### src/thsamp_pkg.sv
// Shared types and constants for the terrain height sampler.
// Used by the front, queue, divider, back and top modules. No dependencies.
package thsamp_pkg;

	// Operation codes of the func field
	localparam logic FUNC_WRITE = 1'b0;
	localparam logic FUNC_QUERY = 1'b1;

	// Configuration register indexes
	localparam int CFG_IDX_W = 2;
	localparam int CFG_DATA_W = 16;
	localparam logic [CFG_IDX_W-1:0] REG_COL_CELLS = 2'd0;
	localparam logic [CFG_IDX_W-1:0] REG_ROW_CELLS = 2'd1;
	localparam logic [CFG_IDX_W-1:0] REG_CELL_DIST = 2'd2;

	// Reset values of the configuration registers
	localparam logic [7:0] COL_CELLS_RST = 8'd255;
	localparam logic [7:0] ROW_CELLS_RST = 8'd255;
	localparam logic [15:0] CELL_DIST_RST = 16'd256;

	// Fixed-point widths
	localparam int FRAC_W = 16;
	localparam int FRAC_ONE = 65536;
	localparam int SX_W = 26;               // scaled position, signed
	localparam int MAG_W = 25;              // magnitude of scaled position
	localparam int DIV_W = MAG_W + FRAC_W;  // dividend and quotient bits
	localparam int REM_W = 18;              // remainder and divisor bits
	localparam int CX_W = DIV_W + 1;        // signed cell coordinate, Q.16
	localparam int Q_DEPTH = 4;

	typedef struct packed {
		logic [7:0] col_cells;
		logic [7:0] row_cells;
		logic [15:0] cell_distance;
	} cfg_t;

	typedef struct packed {
		logic func;
		logic [7:0] grid_row;
		logic [7:0] grid_col;
		logic signed [15:0] height_value;
		logic signed [23:0] pos_x;
		logic signed [23:0] pos_z;
	} item_t;

	typedef struct packed {
		logic signed [15:0] height;
		logic saturated;
	} result_t;

	// Classified item held between front and back
	typedef struct packed {
		logic wr;
		logic [15:0] wdata;
		logic [15:0] waddr;
		logic x_neg;
		logic [MAG_W-1:0] x_mag;
		logic z_neg;
		logic [MAG_W-1:0] z_mag;
	} q_item_t;

	typedef struct packed {
		logic full;
		logic empty;
	} q_status_t;

endpackage

### src/thsamp_fifo.sv
// Short queue between the front end and the back end.
// Depends on thsamp_pkg.
module thsamp_fifo (
	input  logic                  clk,
	input  logic                  arst_n,
	input  logic                  push,
	input  thsamp_pkg::q_item_t   push_item,
	input  logic                  pop,
	output thsamp_pkg::q_item_t   head,
	output thsamp_pkg::q_status_t qstat
);

	localparam int PTR_W = $clog2(thsamp_pkg::Q_DEPTH);

	thsamp_pkg::q_item_t slots_q [thsamp_pkg::Q_DEPTH];
	logic [PTR_W-1:0] wptr_q;
	logic [PTR_W-1:0] rptr_q;
	logic [PTR_W:0] cnt_q;

	assign head = slots_q[rptr_q];
	assign qstat.full = (cnt_q == (PTR_W+1)'(thsamp_pkg::Q_DEPTH));
	assign qstat.empty = (cnt_q == '0);

	// Advance pointers and count on each transfer
	always_ff @(posedge clk or negedge arst_n) begin
		if (!arst_n) begin
			wptr_q <= '0;
			rptr_q <= '0;
			cnt_q <= '0;
		end else begin
			if (push) wptr_q <= wptr_q + 1'b1;
			if (pop) rptr_q <= rptr_q + 1'b1;
			if (push && !pop) cnt_q <= cnt_q + 1'b1;
			else if (pop && !push) cnt_q <= cnt_q - 1'b1;
		end
	end

	// Store the entry
	always_ff @(posedge clk) begin
		if (push) slots_q[wptr_q] <= push_item;
	end

endmodule

### config.mk
export PLATFORM = sky130hd
export DESIGN_NAME = thsamp_fifo
export DESIGN_NICKNAME = d
export VERILOG_FILES = /design/src/thsamp_pkg.sv /design/src/thsamp_fifo.sv
export SDC_FILE = /design/constraint.sdc
export NUM_CORES = 1
export LEC_CHECK = 0
export ABC_CLOCK_PERIOD_IN_PS = 3600
export BUFFER_PORTS_ARGS = -buffer_cell sky130_fd_sc_hd__buf_2
export CAP_MARGIN = 20
export CELL_PAD_IN_SITES_DETAIL_PLACEMENT = 0
export CELL_PAD_IN_SITES_GLOBAL_PLACEMENT = 1
export CORE_ASPECT_RATIO = 0.9
export CORE_MARGIN = 5
export CORE_UTILIZATION = 45
export DETAILED_ROUTE_END_ITERATION = 6
export PLACE_DENSITY_LB_ADDON = 0.1
export REMOVE_ABC_BUFFERS = 1
export SLEW_MARGIN = 20
export SYNTH_ARGS = -nofsm -noshare
export SYNTH_HDL_FRONTEND = slang
export SYNTH_SLANG_ARGS = --single-unit
### constraint.sdc
create_clock -name clk -period 3.6 [get_ports clk]
set_input_delay 0.36 -clock clk [delete_from_list [all_inputs] [get_ports clk]]
set_output_delay 0.36 -clock clk [all_outputs]
set_load 0.005 [all_outputs]
==> flow_summary.yaml, run 1 <==
status:
  status: "complete, no violations"
synthesis:
  syn_inst: 479
  synthArstFlopShare_pct: 2.02
  syn-cell-area_um2: 12700
  yosysSeqAreaShare_pct: 81.9
  synth_edf_count: 340
  synth.distinct_cells: 21
  synth-main-ff-cell: "edfxtp_1"
  synth-seq-cells: 347
  yosys_warnings: 0
  avgSynthCellArea_um2: 26.5
power:
  power.density_nw_per_um2: 796
  finalPower_mw: 12.0
  power.leakage_nw: 5.13
  peakVddDrop_v: 0.000475
drt:
  first_iter_violations: 310
  ant_nets: 0
  routed_wl_mm: 23.5
  wl_per_cell_um: 22.0
  drt-pass1-iter-count: 4
  drt-vias-per-instance: 5.28
  vias: 5619
  route.detailed.drc: 0
grt:
  grt-ovfl-total: 0
  grt_max_degree: 46
  grt_pass1_vias: 6207
  grt_pass1_wl_mm: 36.2
  grtUsageTotal_pct: 14.8
  grt_antenna_before_repair: 8
sta:
  fin_skew_ps: 5.95
  period_needed_ps: 2810
  fin_crit_sh_pct: 78.0
  timing.hold.ws_ps: 77.6
  worstMarginPinSlew_ps: 708
  setup_viol: 0
  rsz0062_at_grt: "no"
  slew_headroom_pct: 52.8
  fin_ws_ps: 792
  fmax_mhz: 356
  tns_ps: 0
  slew_violations: 0
  hold_viol_final: 0
final_layout:
  drive_gt1_share_pct: 45.2
  fill_cells: 2167
  antenna_cells: 0
  final_area_um2: 15000
  areaGrowthSynthToFinish_pct: 18.6
  layout.nets: 776
critical_path:
  cp_max_fo: 31
  timing_worst_setup_path_type: "reg -> out"
  rrSetupSlack_ps: 1610
  end_kind: "primary output"
  arrival_ps: 2450
  required_ps: 3240
  start_kind: "flip-flop"
place:
  pre_cts_slack_ps: 1230
  globalplace.congestion: 0.732
  port_buffers: 175
  dpl.hpwl_mm: 13.9
  placed_area_um2: 14000
floorplan:
  die_w_um: 187
  die_area_um2: 31600
  die_h_um: 169
  core-area_um2: 27900
  start_util_pct: 45.5
  io_pins: 176
  rows: 58
job:
  max_cap_violations: 0
clock_network:
  h-tree-depth: 2
  cts_root_buf: "clkbuf_16"
  cts_tree: "built"
  ctsResizeCount: 0
  cts.reportedPaths.clkPinSlew_ps: 60
  cts_buffers: 36
  clk-insertion-delay-late_ps: 490
  cts.sinks: 347
  cts_buffer_depth: 3
worst_hold_path:
  hp-class: "in -> reg"
==> report_power, final <==
| part | total [mW] | switching, mW | internal [mW] | leakage, nW |
|---|---|---|---|---|
| registers | 5.66 | 0.377 | 5.29 | 3.20 |
| logic | 3.07 | 1.47 | 1.60 | 1.42 |
| clock network | 3.24 | 1.37 | 1.87 | 0.508 |
| total | 12.0 | 3.22 | 8.76 | 5.13 |
==> cells by family (layout without fill, tap and decap cells) <==
| logic type | count (synthesis) | in the layout | synth area share [%] |
|---|---|---|---|
| adders and majority gates | 6 | 6 | 0.651 |
| muxes | 86 | 86 | 15.2 |
| AOI/OAI and AO/OA | 1 | 1 | 0.0394 |
| xor gates and xnor gates | 6 | 6 | 0.414 |
| and+or+nand+nor | 9 | 9 | 0.385 |
| DFF | 347 | 347 | 81.9 |
| buffers and inverters | 24 | 250 | 1.42 |
==> registers in the layout, summed over array words and instances (netlist names) <==
register,cells
slots_q,340
cnt_q,3
rptr_q,2
wptr_q,2
==> critical path, stage by stage (launching register included) <==
cell	delay (ps)
dfrtp_4	850
buf_4	400
mux4_2	550
buf_2	140
==> cells in the final DEF (no fill, tap or decap) <==
cell type,n
inv_1,4
mux4_2,85
nand2_1,2
mux2_2,1
nor3_1,1
dfrtp_4,2
nor2_1,1
fa_1,1
buf_4,1
and2_4,4
dfrtp_1,5
dlygate4sd3_1,1
buf_12,7
edfxtp_1,340
nor3b_1,1
xor2_1,4
xnor2_1,2
buf_2,175
clkbuf_1,9
o21ai_0,1
clkbuf_16,37
ha_1,5
clkinv_1,9
clkinv_2,7
==> synthesized netlist by cell type, types with 2 or more instances <==
library cell,instances,area (µm²)
and2_1,4,25.0
buf_12,3,60.1
buf_2,9,45.0
buf_4,3,22.5
clkbuf_1,3,11.3
dfrtp_1,7,175
edfxtp_1,340,10200
ha_1,5,62.6
inv_1,4,15.0
mux4_2,85,1910
nand2_1,2,7.51
xnor2_1,2,17.5
xor2_1,4,35.0
==> per-layer routing <==
metal	global-route usage [%]	wire [µm]	up-vias
met5	0	92	-
met4	3.73	465	16
met3	5.47	1820	56
met2	24.2	11400	167
met1	19.3	9750	2916
li1	-	-	2464
==> path summary, 6_finish.rpt <==
check	startpoint	endpoint	cells after the start
max	rptr_q[0]$_DFFE_PN0P_	head[24]	3
min	push_item[29]	slots_q[0][29]$_DFFE_PP_	1
max reg2reg	wptr_q[1]$_DFFE_PN0P_	slots_q[1][37]$_DFFE_PP_	4
min reg2reg	cnt_q[2]$_DFFE_PN0P_	cnt_q[2]$_DFFE_PN0P_	1
max in group asynchronous	arst_n	rptr_q[0]$_DFFE_PN0P_	2
min in group asynchronous	arst_n	rptr_q[1]$_DFFE_PN0P_	2
==> timing repair <==
action                    CTS  global route
hold endpoints to repair    7             0
buffers inserted            0             0
hold buffers                1             0
==> layout make-up <==
type                    count  area [µm²]  share of cell area [%]
clock buffers              46         960                    6.38
clock inverters            16        68.8                   0.457
inverters                   4        15.0                  0.0998
multi-input cells         108        2120                    14.1
flip-flops and latches    347       10400                    69.1
well taps                 360         450                    2.99
repair buffers            184        1030                    6.87
==> stage by stage <==
step                      cells  util (%)
after floorplan             459         -
after global placement     1002      50.3
after detailed placement   1002      50.3
after CTS                  1065      54.0
after global routing       1065      54.0
final                      1065      54.0
Note: power is estimated with default switching activity, not from simulation.
==> run 2: changes to the inputs <==
- ABC_CLOCK_PERIOD_IN_PS: 3600 -> 2600
- clock period: 3.6 -> 2.6 ns (I/O delays scaled with it)
==> flow_summary.yaml, run 2 (synthesis results as in run 1) <==
grt:
  grt_max_degree: 80
  grt_pass1_vias: 6717
  grt_antenna_before_repair: 1
  grt-ovfl-total: 0
  grt_pass1_wl_mm: 38.5
  grtUsageTotal_pct: 15.7
critical_path:
  r2r_end: "slots_q[0][0]$_DFFE_PP_"
  cp_max_fo: 28
  start_kind: "flip-flop"
  reg2reg_depth: 4
  rrSetupSlack_ps: 840
  required_ps: 2340
  arrival_ps: 2150
  critPathBufInv: 2
  end_kind: "primary output"
  path_cells: "buf_4, mux4_2, buf_2"
  worst_path_largest_cell_delay_ps: 730
  timing.rr.start: "wptr_q[0]$_DFFE_PN0P_"
  critPathSlowestCell: "dfrtp_4"
  timing_worst_setup_path_type: "reg -> out"
  cp_top_family: "flip-flops"
sta:
  hold_viol_final: 0
  fmax_mhz: 415
  period_needed_ps: 2410
  timing.hold.ws_ps: 58.4
  rsz0062_at_grt: "no"
  fin_crit_sh_pct: 92.7
  slew_headroom_pct: 63.8
  worstMarginPinSlew_ps: 543
  setup_viol: 0
  fin_skew_ps: 9.78
  slew_violations: 0
final_layout:
  largestRegisters: "slots_q (340), cnt_q (3)"
  layout.nets: 873
  fill_cells: 2077
  drive_gt1_share_pct: 41.6
  regMostFlops: "slots_q"
  largest_reg_flops: 340
  antenna_cells: 0
  utilization_pct: 57.8
  final_common_cell: "edfxtp_1"
  final_cell_mix: "edfxtp_1, buf_2, dlygate4sd3_1"
  areaGrowthSynthToFinish_pct: 27.1
worst_hold_path:
  hp-class: "in -> reg"
  hp-start: "push"
  holdPathEnd: "wptr_q[0]$_DFFE_PN0P_"
  hold_path_depth: 2
floorplan:
  rows: 58
  die_area_um2: 31600
  die_h_um: 169
  io_pins: 176
  die_w_um: 187
  start_util_pct: 45.5
  core-area_um2: 27900
clock_network:
  cts_tree: "built"
  cts_buffers: 36
  clk-insertion-delay-late_ps: 500
  ctsResizeCount: 0
  cts_buffer_depth: 3
  h-tree-depth: 2
  cts.reportedPaths.clkPinSlew_ps: 60
  cts_root_buf: "clkbuf_16"
  cts.sinks: 347
drt:
  first_iter_violations: 272
  routed_wl_mm: 24.6
  route.detailed.drc: 0
  drt-vias-per-instance: 5.15
  ant_nets: 0
  vias: 5988
  drt-pass1-iter-count: 4
  wl_per_cell_um: 21.2
place:
  dpl.hpwl_mm: 14.6
  globalplace.congestion: 0.702
  port_buffers: 175
power:
  power.leakage_nw: 5.59
  peakVddDrop_v: 0.000563
  power.density_nw_per_um2: 1070
status:
  status: "complete, no violations"
job:
  max_cap_violations: 0
[run 2: repair_timing]
item                                   in CTS  in global routing
hold buffers                               87                  0
endpoints found under the hold margin     348                  0
setup endpoints to repair                   1                  0
buffers inserted                            1                  0
[run 2: how the worst max path moves through the flow]
stage,slack [ps],to,depth (start not counted),startpoint
detailed placement,530,head[63],3,rptr_q[0]$_DFFE_PN0P_
finish,190,head[4],3,rptr_q[1]$_DFFE_PN0P_
global placement,540,head[63],3,rptr_q[0]$_DFFE_PN0P_
CTS,120,head[4],3,rptr_q[1]$_DFFE_PN0P_
floorplan,-1700,head[0],1,rptr_q[0]$_DFFE_PN0P_
global route,80,head[4],3,rptr_q[1]$_DFFE_PN0P_
[run 2: through the flow]
stage / std cells / cell area [µm²] / total power [mW] / setup WS, ps / TNS (ps)
finish: 1162 / 16100 / 17.3 / 189 / 0
global route: 1162 / 16100 / 18.2 / 83.2 / 0
CTS: 1162 / 16100 / 17.6 / 116 / 0
detailed placement: 1012 / 14100 / 12.6 / 535 / 0
global placement: 1012 / 14100 / 12.5 / 545 / 0
floorplan: 459 / 12500 / 10.4 / -1700 / -288880
[run 2: per-layer routing]
| metal | up-vias | wire length, µm | share of wire, % | global-route usage (%) |
|---|---|---|---|---|
| li1 | 2652 | - | - | - |
| met1 | 3119 | 10200 | 41 | 20.6 |
| met2 | 175 | 12200 | 49 | 26.2 |
| met3 | 40 | 1770 | 7.2 | 5.00 |
| met4 | 2 | 456 | 1.9 | 3.83 |
| met5 | - | 13 | 0.053 | 0 |
[run 2: layout make-up]
| cell class | instances | area [µm²] | area share, % |
|---|---|---|---|
| clock inverters | 13 | 118 | 0.730 |
| clock buffers | 49 | 981 | 6.09 |
| repair buffers | 281 | 2030 | 12.6 |
| multi-input cells | 108 | 2120 | 13.2 |
| flip-flops and latches | 347 | 10400 | 64.5 |
| well taps | 360 | 450 | 2.80 |
| inverters | 4 | 15.0 | 0.0932 |
[run 2: worst reg2reg max path: stages, from the launching register on]
cell and delay [ps]:
dfrtp_1 420, inv_1 100, ha_1 150, and2_4 220, buf_12 430
[run 2: power breakdown]
group	internal [mW]	leakage (nW)	total (mW)	switching [mW]
sequential	7.32	3.20	7.75	0.427
clock	2.84	0.537	4.77	1.93
combinational	2.49	1.85	4.74	2.24
total	12.7	5.59	17.3	4.60
