File: config.mk
export PLATFORM = sky130hd
export DESIGN_NAME = thsamp_front
export DESIGN_NICKNAME = d
export VERILOG_FILES = /design/src/thsamp_pkg.sv /design/src/thsamp_front.sv
export SDC_FILE = /design/constraint.sdc
export NUM_CORES = 1
export LEC_CHECK = 0
export BUFFER_PORTS_ARGS = -buffer_cell sky130_fd_sc_hd__buf_2
export CELL_PAD_IN_SITES_DETAIL_PLACEMENT = 0
export CELL_PAD_IN_SITES_GLOBAL_PLACEMENT = 1
export CORE_ASPECT_RATIO = 0.9
export CORE_MARGIN = 10
export CORE_UTILIZATION = 37
export DETAILED_ROUTE_END_ITERATION = 12
export GPL_TIMING_DRIVEN = 0
export PLACE_DENSITY_LB_ADDON = 0.15
export SLEW_MARGIN = 20
export SYNTH_ARGS = -nofsm -noshare
export SYNTH_HDL_FRONTEND = slang
export SYNTH_SLANG_ARGS = --single-unit
File: constraint.sdc
create_clock -name vclk -period 13.8
set_input_delay 2.07 -clock vclk [all_inputs]
set_output_delay 2.07 -clock vclk [all_outputs]
set_load 0.05 [all_outputs]
File: src/thsamp_pkg.sv
// Shared types and constants for the terrain height sampler.
// Used by the front, queue, divider, back and top modules. No dependencies.
package thsamp_pkg;

	// Operation codes of the func field
	localparam logic FUNC_WRITE = 1'b0;
	localparam logic FUNC_QUERY = 1'b1;

	// Configuration register indexes
	localparam int CFG_IDX_W = 2;
	localparam int CFG_DATA_W = 16;
	localparam logic [CFG_IDX_W-1:0] REG_COL_CELLS = 2'd0;
	localparam logic [CFG_IDX_W-1:0] REG_ROW_CELLS = 2'd1;
	localparam logic [CFG_IDX_W-1:0] REG_CELL_DIST = 2'd2;

	// Reset values of the configuration registers
	localparam logic [7:0] COL_CELLS_RST = 8'd255;
	localparam logic [7:0] ROW_CELLS_RST = 8'd255;
	localparam logic [15:0] CELL_DIST_RST = 16'd256;

	// Fixed-point widths
	localparam int FRAC_W = 16;
	localparam int FRAC_ONE = 65536;
	localparam int SX_W = 26;               // scaled position, signed
	localparam int MAG_W = 25;              // magnitude of scaled position
	localparam int DIV_W = MAG_W + FRAC_W;  // dividend and quotient bits
	localparam int REM_W = 18;              // remainder and divisor bits
	localparam int CX_W = DIV_W + 1;        // signed cell coordinate, Q.16
	localparam int Q_DEPTH = 4;

	typedef struct packed {
		logic [7:0] col_cells;
		logic [7:0] row_cells;
		logic [15:0] cell_distance;
	} cfg_t;

	typedef struct packed {
		logic func;
		logic [7:0] grid_row;
		logic [7:0] grid_col;
		logic signed [15:0] height_value;
		logic signed [23:0] pos_x;
		logic signed [23:0] pos_z;
	} item_t;

	typedef struct packed {
		logic signed [15:0] height;
		logic saturated;
	} result_t;

	// Classified item held between front and back
	typedef struct packed {
		logic wr;
		logic [15:0] wdata;
		logic [15:0] waddr;
		logic x_neg;
		logic [MAG_W-1:0] x_mag;
		logic z_neg;
		logic [MAG_W-1:0] z_mag;
	} q_item_t;

	typedef struct packed {
		logic full;
		logic empty;
	} q_status_t;

endpackage

File: src/thsamp_front.sv
// Front end: accepts items, classifies writes and queries, scales positions.
// Depends on thsamp_pkg.
module thsamp_front (
	input  logic                item_valid,
	output logic                item_stall,
	input  thsamp_pkg::item_t   item,
	input  thsamp_pkg::cfg_t    cfg,
	input  thsamp_pkg::q_status_t qstat,
	output logic                push,
	output thsamp_pkg::q_item_t push_item
);

	logic [15:0] span;
	logic [23:0] prod_x;
	logic [23:0] prod_z;
	logic [8:0] stride;
	logic signed [thsamp_pkg::SX_W-1:0] sx;
	logic signed [thsamp_pkg::SX_W-1:0] sz;
	logic signed [thsamp_pkg::SX_W-1:0] sx_abs;
	logic signed [thsamp_pkg::SX_W-1:0] sz_abs;

	// Hold the source while the queue is full
	assign item_stall = qstat.full;
	assign push = item_valid && !qstat.full;

	// Double the positions and offset them by the grid extent (z is mirrored)
	always_comb begin
		span = (cfg.cell_distance == 16'd0) ? 16'd1 : cfg.cell_distance;
		prod_x = 24'(cfg.col_cells) * 24'(span);
		prod_z = 24'(cfg.row_cells) * 24'(span);
		sx = $signed(thsamp_pkg::SX_W'(prod_x))
			+ thsamp_pkg::SX_W'($signed({item.pos_x, 1'b0}));
		sz = $signed(thsamp_pkg::SX_W'(prod_z))
			- thsamp_pkg::SX_W'($signed({item.pos_z, 1'b0}));
		sx_abs = sx[thsamp_pkg::SX_W-1] ? -sx : sx;
		sz_abs = sz[thsamp_pkg::SX_W-1] ? -sz : sz;
		stride = {1'b0, cfg.col_cells} + 9'd1;
	end

	// Classify and pack the queue entry
	always_comb begin
		push_item.wr = (item.func == thsamp_pkg::FUNC_WRITE);
		push_item.wdata = item.height_value;
		push_item.waddr = 16'(item.grid_row) * 16'(stride) + 16'(item.grid_col);
		push_item.x_neg = sx[thsamp_pkg::SX_W-1];
		push_item.x_mag = sx_abs[thsamp_pkg::MAG_W-1:0];
		push_item.z_neg = sz[thsamp_pkg::SX_W-1];
		push_item.z_mag = sz_abs[thsamp_pkg::MAG_W-1:0];
	end

endmodule

==> results of run 1 <==
## worst max-delay path: cells and delay by family
kind / cells / cell delay, ns
buf+inv: 9 / 1.78
simple gates: 7 / 1.61
xor+xnor: 2 / 0.43
compound gates: 10 / 2.34
fa+ha+maj: 6 / 2.58
## metal layers
metal | share of wire | GRT usage
met1 | 0.50 | 0.239
met2 | 0.46 | 0.274
met3 | 0.038 | 0.0118
met4 | 0.0016 | 0.00380
met5 | 0.00055 | 0
## stage by stage
step           setup slack (ns)  utilization
2_1_floorplan              1.69            -
3_3_place_gp              0.274        0.412
5_1_grt                   0.110        0.413
3_5_place_dp              0.195        0.412
6_report                  0.881        0.413
4_1_cts                   0.146        0.412
## placed cells by master (no fill, tap or decap), types with 8 or more instances in the layout
| cell | instances |
|---|---|
| o21ai_0 | 46 |
| o21bai_1 | 9 |
| nor3_1 | 21 |
| fa_1 | 219 |
| a21o_1 | 31 |
| inv_1 | 327 |
| a31oi_1 | 8 |
| xor2_1 | 38 |
| buf_2 | 181 |
| buf_4 | 20 |
| o21a_1 | 15 |
| and2_1 | 191 |
| nand4_1 | 8 |
| nor2_1 | 68 |
| a211oi_1 | 8 |
| ha_1 | 173 |
| nor2b_1 | 35 |
| or3_1 | 10 |
| xnor2_1 | 97 |
| nand3_1 | 27 |
| nand2b_1 | 10 |
| or2_2 | 9 |
| nand2_1 | 171 |
| a21oi_1 | 63 |
| clkbuf_1 | 52 |
## logic make-up (layout without fill, tap and decap cells)
| logic type | after synthesis | in the layout | share of synthesized area |
|---|---|---|---|
| xor+xnor | 135 | 135 | 0.0829 |
| fa+ha+maj | 392 | 392 | 0.459 |
| other cells | 0 | 2 | 0 |
| buf+inv | 405 | 583 | 0.112 |
| simple gates | 586 | 586 | 0.215 |
| compound gates | 261 | 261 | 0.129 |
| mux | 2 | 2 | 0.00140 |
## how the worst max path moves through the flow
| stage | to | depth (start not counted) | slack [ns] |
|---|---|---|---|
| 2_1_floorplan | push_item[44] | 33 | 1.69 |
| 3_3_place_gp | push_item[43] | 34 | 0.27 |
| 3_5_place_dp | push_item[43] | 34 | 0.19 |
| 4_1_cts | push_item[43] | 34 | 0.15 |
| 5_1_grt | push_item[43] | 34 | 0.11 |
| 6_report | push_item[43] | 34 | 0.88 |
## repair_timing
| action | CTS | global route |
|---|---|---|
| setup buffers | 0 | 2 |
| resized for setup | 0 | 3 |
| setup endpoints to repair | 0 | 16 |
## final cells by class
class              instances  area [µm²]  area share
diodes                     2        5.00    0.000317
plain buffers             77         372      0.0235
inverters                328        1230      0.0780
multi-input cells       1376       12700       0.803
well taps                490         613      0.0388
repair buffers           178         896      0.0568
==> reports/metrics.csv, run 1 <==
metric,value,unit
status,finished clean,
die footprint,0.0468,mm²
clock buffers,0,
# setup viols final,0,
Starting Density,0.373,
CP dominant cell by count,inv_1,
antenna violations before repair,4,
vias in the first global route,12500,
fmax,77.4,MHz
Hold WS,4.44,ns
synthesized cell area,0.0143,mm²
Least-Margin Pin Slew,1.09,ns
worst hold path stage count,3,
first-pass GRT wire length,63900,µm
vias,12200,
final setup TNS,0,ns
hold_sp,item[80],
CTS Hold Bufs,0,
# IOs,203,
DR iter-0 viols,544,
core area,0.0382,mm²
Tcrit/Tclk final,0.936,
Post-Syn Nets,2289,
Cell variety after synth,80,
Mapped Cells,1781,
Residual DRC,0,
register area share after synthesis,0,
post-synth top area cell,fa_1,
Die H,206,µm
top cell type's share of synthesized area,0.307,
Final ANT Viol Nets,0,
syn_area_per_cell,8.01,µm²
largest net degree at the start of global routing,11,
worst relative slew slack,0.254,
Critical Path RT,11.73,ns
"top cells by count, synth","inv_1, fa_1, and2_1",
Crit path arrival time,10.85,ns
Pre-antenna DRT Iters,5,
GRT Util Overall,0.164,
wire per inst,15.5,µm
Final Max Tran Viols,0,
Final GP Congestion,0.823,
Placement Cell Area,0.0158,mm²
slowest library cell on the worst path,fa_1,
Hold EP,push_item[84],
GRT overflow,0,
DRT Wirelength,37900,µm
Via density,4.96,
crit end category,output port,
Final Cell Area,0.0158,mm²
row count,68,
I/O Buffers,176,
Nets,2469,
Critical path origin,cfg[12],
filler cell count,4040,
Worst Hold Class,in -> out,
Synth area leaders,"fa_1, ha_1, inv_1, and2_1, xnor2_1",
max incr delay on CP,0.54,ns
HPWL Detailed,33500,µm
Fin. Hold Viols,0,
RSZ-0062 raised after global routing,false,
Setup Crit Path Kind,in -> out,
Area growth syn-to-layout,10.7,%
Post-Layout Cell Count,2451,
most numerous cell in the Yosys netlist,inv_1,
yosys warns,0,
share of cells above drive strength 1,0.123,
Die W,227,µm
Storage cell area,0,µm²
Cells after DPL,2447,
max-cap violation count,0,
sequential cell count,0,
minimum clock period,12.92,ns
Worst setup SP type,input port,
CP max FO,10,
Power of run 1 is left out: the tool's default activity adds up to more than one toggle a clock period on the data nets, which glitch-free logic cannot reach.
==> run 2, diff against run 1 <==
Settings changed: CORE_MARGIN 10 to default.
Clock period 13.8 ns to 16.3 ns, I/O delays scaled along.
==> reports/metrics.csv, run 2 (synthesized netlist as in run 1, its figures left out) <==
metric,value,unit,change
antenna violations before repair,4,,unchanged
DRT Wirelength,36100,µm,"was 37,900 µm"
largest net degree at the start of global routing,11,,unchanged
max incr delay on CP,0.83,ns,was 0.54 ns
Storage cell area,0,µm²,unchanged
filler cell count,3993,,"was 4,040"
fmax,70.0,MHz,
cts repair resizes,0,,unchanged
I/O Buffers,176,,unchanged
Final Cell Area,0.0158,mm²,about the same
vias,12200,,about the same
sequential cell count,0,,unchanged
status,finished clean,,unchanged
Worst Hold Class,in -> out,,unchanged
Area growth syn-to-layout,10.5,%,was 10.7%
most frequent cells in the layout,"inv_1, fa_1, and2_1",,unchanged
Residual DRC,0,,unchanged
CP max FO,10,,unchanged
critical path depth,34,,unchanged
DR iter-0 viols,507,,was 544
# setup viols final,0,,unchanged
RSZ-0062 raised after global routing,false,,unchanged
Final Max Tran Viols,0,,unchanged
Placement Cell Area,0.0157,mm²,was 0.0158 mm²
CTS Hold Bufs,0,,unchanged
first-pass GRT wire length,61500,µm,"was 63,900 µm"
Worst setup SP type,input port,,unchanged
Post CTS Setup Buffer Count,0,,unchanged
final setup TNS,0,ns,unchanged
crit end category,output port,,unchanged
GRT overflow,0,,unchanged
HPWL Detailed,31500,µm,"was 33,500 µm"
core area,0.0376,mm²,was 0.0382 mm²
Starting Density,0.379,,was 0.373
Setup Crit Path Kind,in -> out,,unchanged
Final GP Congestion,0.825,,was 0.823
Crit path arrival time,11.84,ns,was 10.85 ns
pre-CTS setup slack,2.06,ns,was 0.195 ns
max-cap violation count,0,,unchanged
share of cells above drive strength 1,0.121,,was 0.123
Die W,209,µm,was 227 µm
Pre-antenna DRT Iters,5,,unchanged
final worst slack,2.01,ns,was 0.881 ns
Via density,4.99,,was 4.96
Fin. Hold Viols,0,,unchanged
minimum clock period,14.29,ns,
wire per inst,14.8,µm,was 15.5 µm
Final ANT Viol Nets,0,,unchanged
"CP delay by family, top",compound AO/OA/AOI/OAI gates,,was adder cells
# IOs,203,,unchanged
slowest library cell on the worst path,a41oi_1,,was fa_1
Critical path buffers and inverters,9,,unchanged
Nets,2467,,"was 2,469"
CP dominant cell by count,inv_1,,unchanged
"most common cell after layout, fill and taps aside",inv_1,,unchanged
die footprint,0.0393,mm²,was 0.0468 mm²
worst hold path stage count,3,,unchanged
GRT Util Overall,0.188,,was 0.164
row count,67,,was 68
Die H,188,µm,was 206 µm
vias in the first global route,12400,,"was 12,500"
Least-Margin Pin Slew,1.00,ns,was 1.09 ns
Critical Path RT,13.86,ns,was 11.73 ns
clock buffers,0,,unchanged
Tcrit/Tclk final,0.877,,
worst relative slew slack,0.323,,was 0.254
==> run 2: changes by cell type in the layout (fill, tap and decap cells not counted), sizes merged <==
cell  previous run  this run
buf            202       200
==> run 2: through the flow <==
stage,hold slack [ns],std cells,util
after floorplan,5.06,1781,-
after global placement,5.18,2440,0.418
after detailed placement,5.19,2440,0.418
after CTS,5.19,2440,0.418
after global routing,5.19,2440,0.418
final,5.19,2442,0.418
==> run 2: final timing paths <==
path / from / endpoint
max: cfg[12] / push_item[44]
min: item[80] / push_item[84]
==> run 2: area by class of cell <==
class	instances	area, µm²	area share
repair buffers	176	881	0.0559
well taps	483	604	0.0384
plain buffers	77	370	0.0235
diodes	2	5.00	0.000318
inverters	328	1230	0.0782
multi-input cells	1376	12700	0.804
==> run 2: per-layer routing <==
layer	track usage	share of wire
met4	0.00792	0.0035
met2	0.307	0.45
met5	0	0.00075
met3	0.0105	0.037
met1	0.284	0.51
Power of run 2 is left out for the same reason.
==> run 3, diff against run 2 <==
Settings changed: MAX_ROUTING_LAYER from default to met4.
==> reports/metrics.csv, run 3 (synthesized netlist as in run 1, its figures left out) <==
metric,value,unit,change
share of cells above drive strength 1,0.121,,unchanged
cts repair resizes,0,,unchanged
Residual DRC,0,,unchanged
fmax,69.9,MHz,was 70.0 MHz
CTS Hold Bufs,0,,unchanged
Hold WS,5.19,ns,unchanged
vias in the first global route,12400,,about the same
Post CTS Setup Buffer Count,0,,unchanged
Post-Layout Cell Count,2443,,"was 2,442"
filler cell count,3992,,"was 3,993"
Fin. Hold Viols,0,,unchanged
Hold EP,push_item[84],,unchanged
I/O Buffers,176,,unchanged
hold_sp,item[80],,unchanged
DRT Wirelength,36100,µm,about the same
final setup TNS,0,ns,unchanged
Die W,209,µm,unchanged
Starting Density,0.379,,unchanged
Storage cell area,0,µm²,unchanged
Worst Hold Class,in -> out,,unchanged
Tcrit/Tclk final,0.877,,about the same
# setup viols final,0,,unchanged
CP max FO,10,,unchanged
Final ANT Viol Nets,0,,unchanged
Least-Margin Pin Slew,1.01,ns,was 1.00 ns
Crit path arrival time,11.86,ns,was 11.84 ns
Area growth syn-to-layout,10.5,%,about the same
"most common cell after layout, fill and taps aside",inv_1,,unchanged
GRT overflow,0,,unchanged
CP dominant cell by count,inv_1,,unchanged
largest net degree at the start of global routing,11,,unchanged
Nets,2467,,unchanged
Final GP Congestion,0.837,,was 0.825
core area,0.0376,mm²,unchanged
wire per inst,14.8,µm,about the same
Worst setup SP type,input port,,unchanged
antenna violations before repair,3,,was 4
worst hold path stage count,3,,unchanged
worst relative slew slack,0.320,,was 0.323
Pre-antenna DRT Iters,5,,unchanged
Via density,4.99,,about the same
DR iter-0 viols,481,,was 507
sequential cell count,0,,unchanged
clock buffers,0,,unchanged
Critical path origin,cfg[12],,unchanged
# IOs,203,,unchanged
RSZ-0062 raised after global routing,false,,unchanged
Final Max Tran Viols,0,,unchanged
Setup Crit Path Kind,in -> out,,unchanged
Die H,188,µm,unchanged
Critical Path RT,13.86,ns,about the same
most frequent cells in the layout,"inv_1, fa_1, and2_1",,unchanged
vias,12200,,about the same
slowest library cell on the worst path,a41oi_1,,unchanged
max incr delay on CP,0.83,ns,about the same
max-cap violation count,0,,unchanged
die footprint,0.0393,mm²,unchanged
first-pass GRT wire length,61500,µm,about the same
HPWL Detailed,31500,µm,unchanged
multi-input logic area,0.0127,mm²,unchanged
GRT Util Overall,0.193,,was 0.188
crit end category,output port,,unchanged
row count,67,,unchanged
status,finished clean,,unchanged
Cells after DPL,2440,,unchanged
minimum clock period,14.30,ns,was 14.29 ns
## run 3: changes by cell type in the layout (fill, tap and decap cells not counted), sizes merged
cell   change
diode      +1
## run 3: critical path, delay by kind of cell
| family | cells | cell delay (ns) |
|---|---|---|
| AO/OA/AOI/OAI | 10 | 2.85 |
| XOR/XNOR | 2 | 0.34 |
| adder cells (fa/ha/maj) | 6 | 2.49 |
| buffers and inverters | 9 | 2.16 |
| AND/OR/NAND/NOR | 7 | 1.53 |
## run 3: layout make-up
type,count,area share
inverters,328,0.0782
diodes,3,0.000477
plain buffers,77,0.0235
multi-input cells,1376,0.804
well taps,483,0.0384
repair buffers,176,0.0559
## run 3: metal layers
metal / part of all wire / vias to the layer above / global-route usage
li1: - / 5999 / -
met1: 0.52 / 5967 / 0.285
met2: 0.45 / 202 / 0.307
met3: 0.035 / 11 / 0.00883
met4: 0.0034 / 0 / 0.00792
met5: 0 / - / -
## run 3: worst max-delay path by stage
stage / to / cells after the start / slack (ns)
2_1_floorplan: push_item[44] / 33 / 3.44
3_3_place_gp: push_item[44] / 34 / 2.11
3_5_place_dp: push_item[44] / 34 / 2.06
4_1_cts: push_item[43] / 34 / 2.02
5_1_grt: push_item[43] / 34 / 1.33
6_report: push_item[43] / 34 / 2.00
## run 3: through the flow
step / cell area, µm² / utilization / setup slack [ns]
3_5_place_dp: 15700 / 0.418 / 2.06
6_report: 15800 / 0.419 / 2.00
2_1_floorplan: 14300 / - / 3.44
3_3_place_gp: 15700 / 0.418 / 2.11
4_1_cts: 15700 / 0.418 / 2.02
5_1_grt: 15800 / 0.419 / 1.33
Power of run 3 is left out for the same reason.
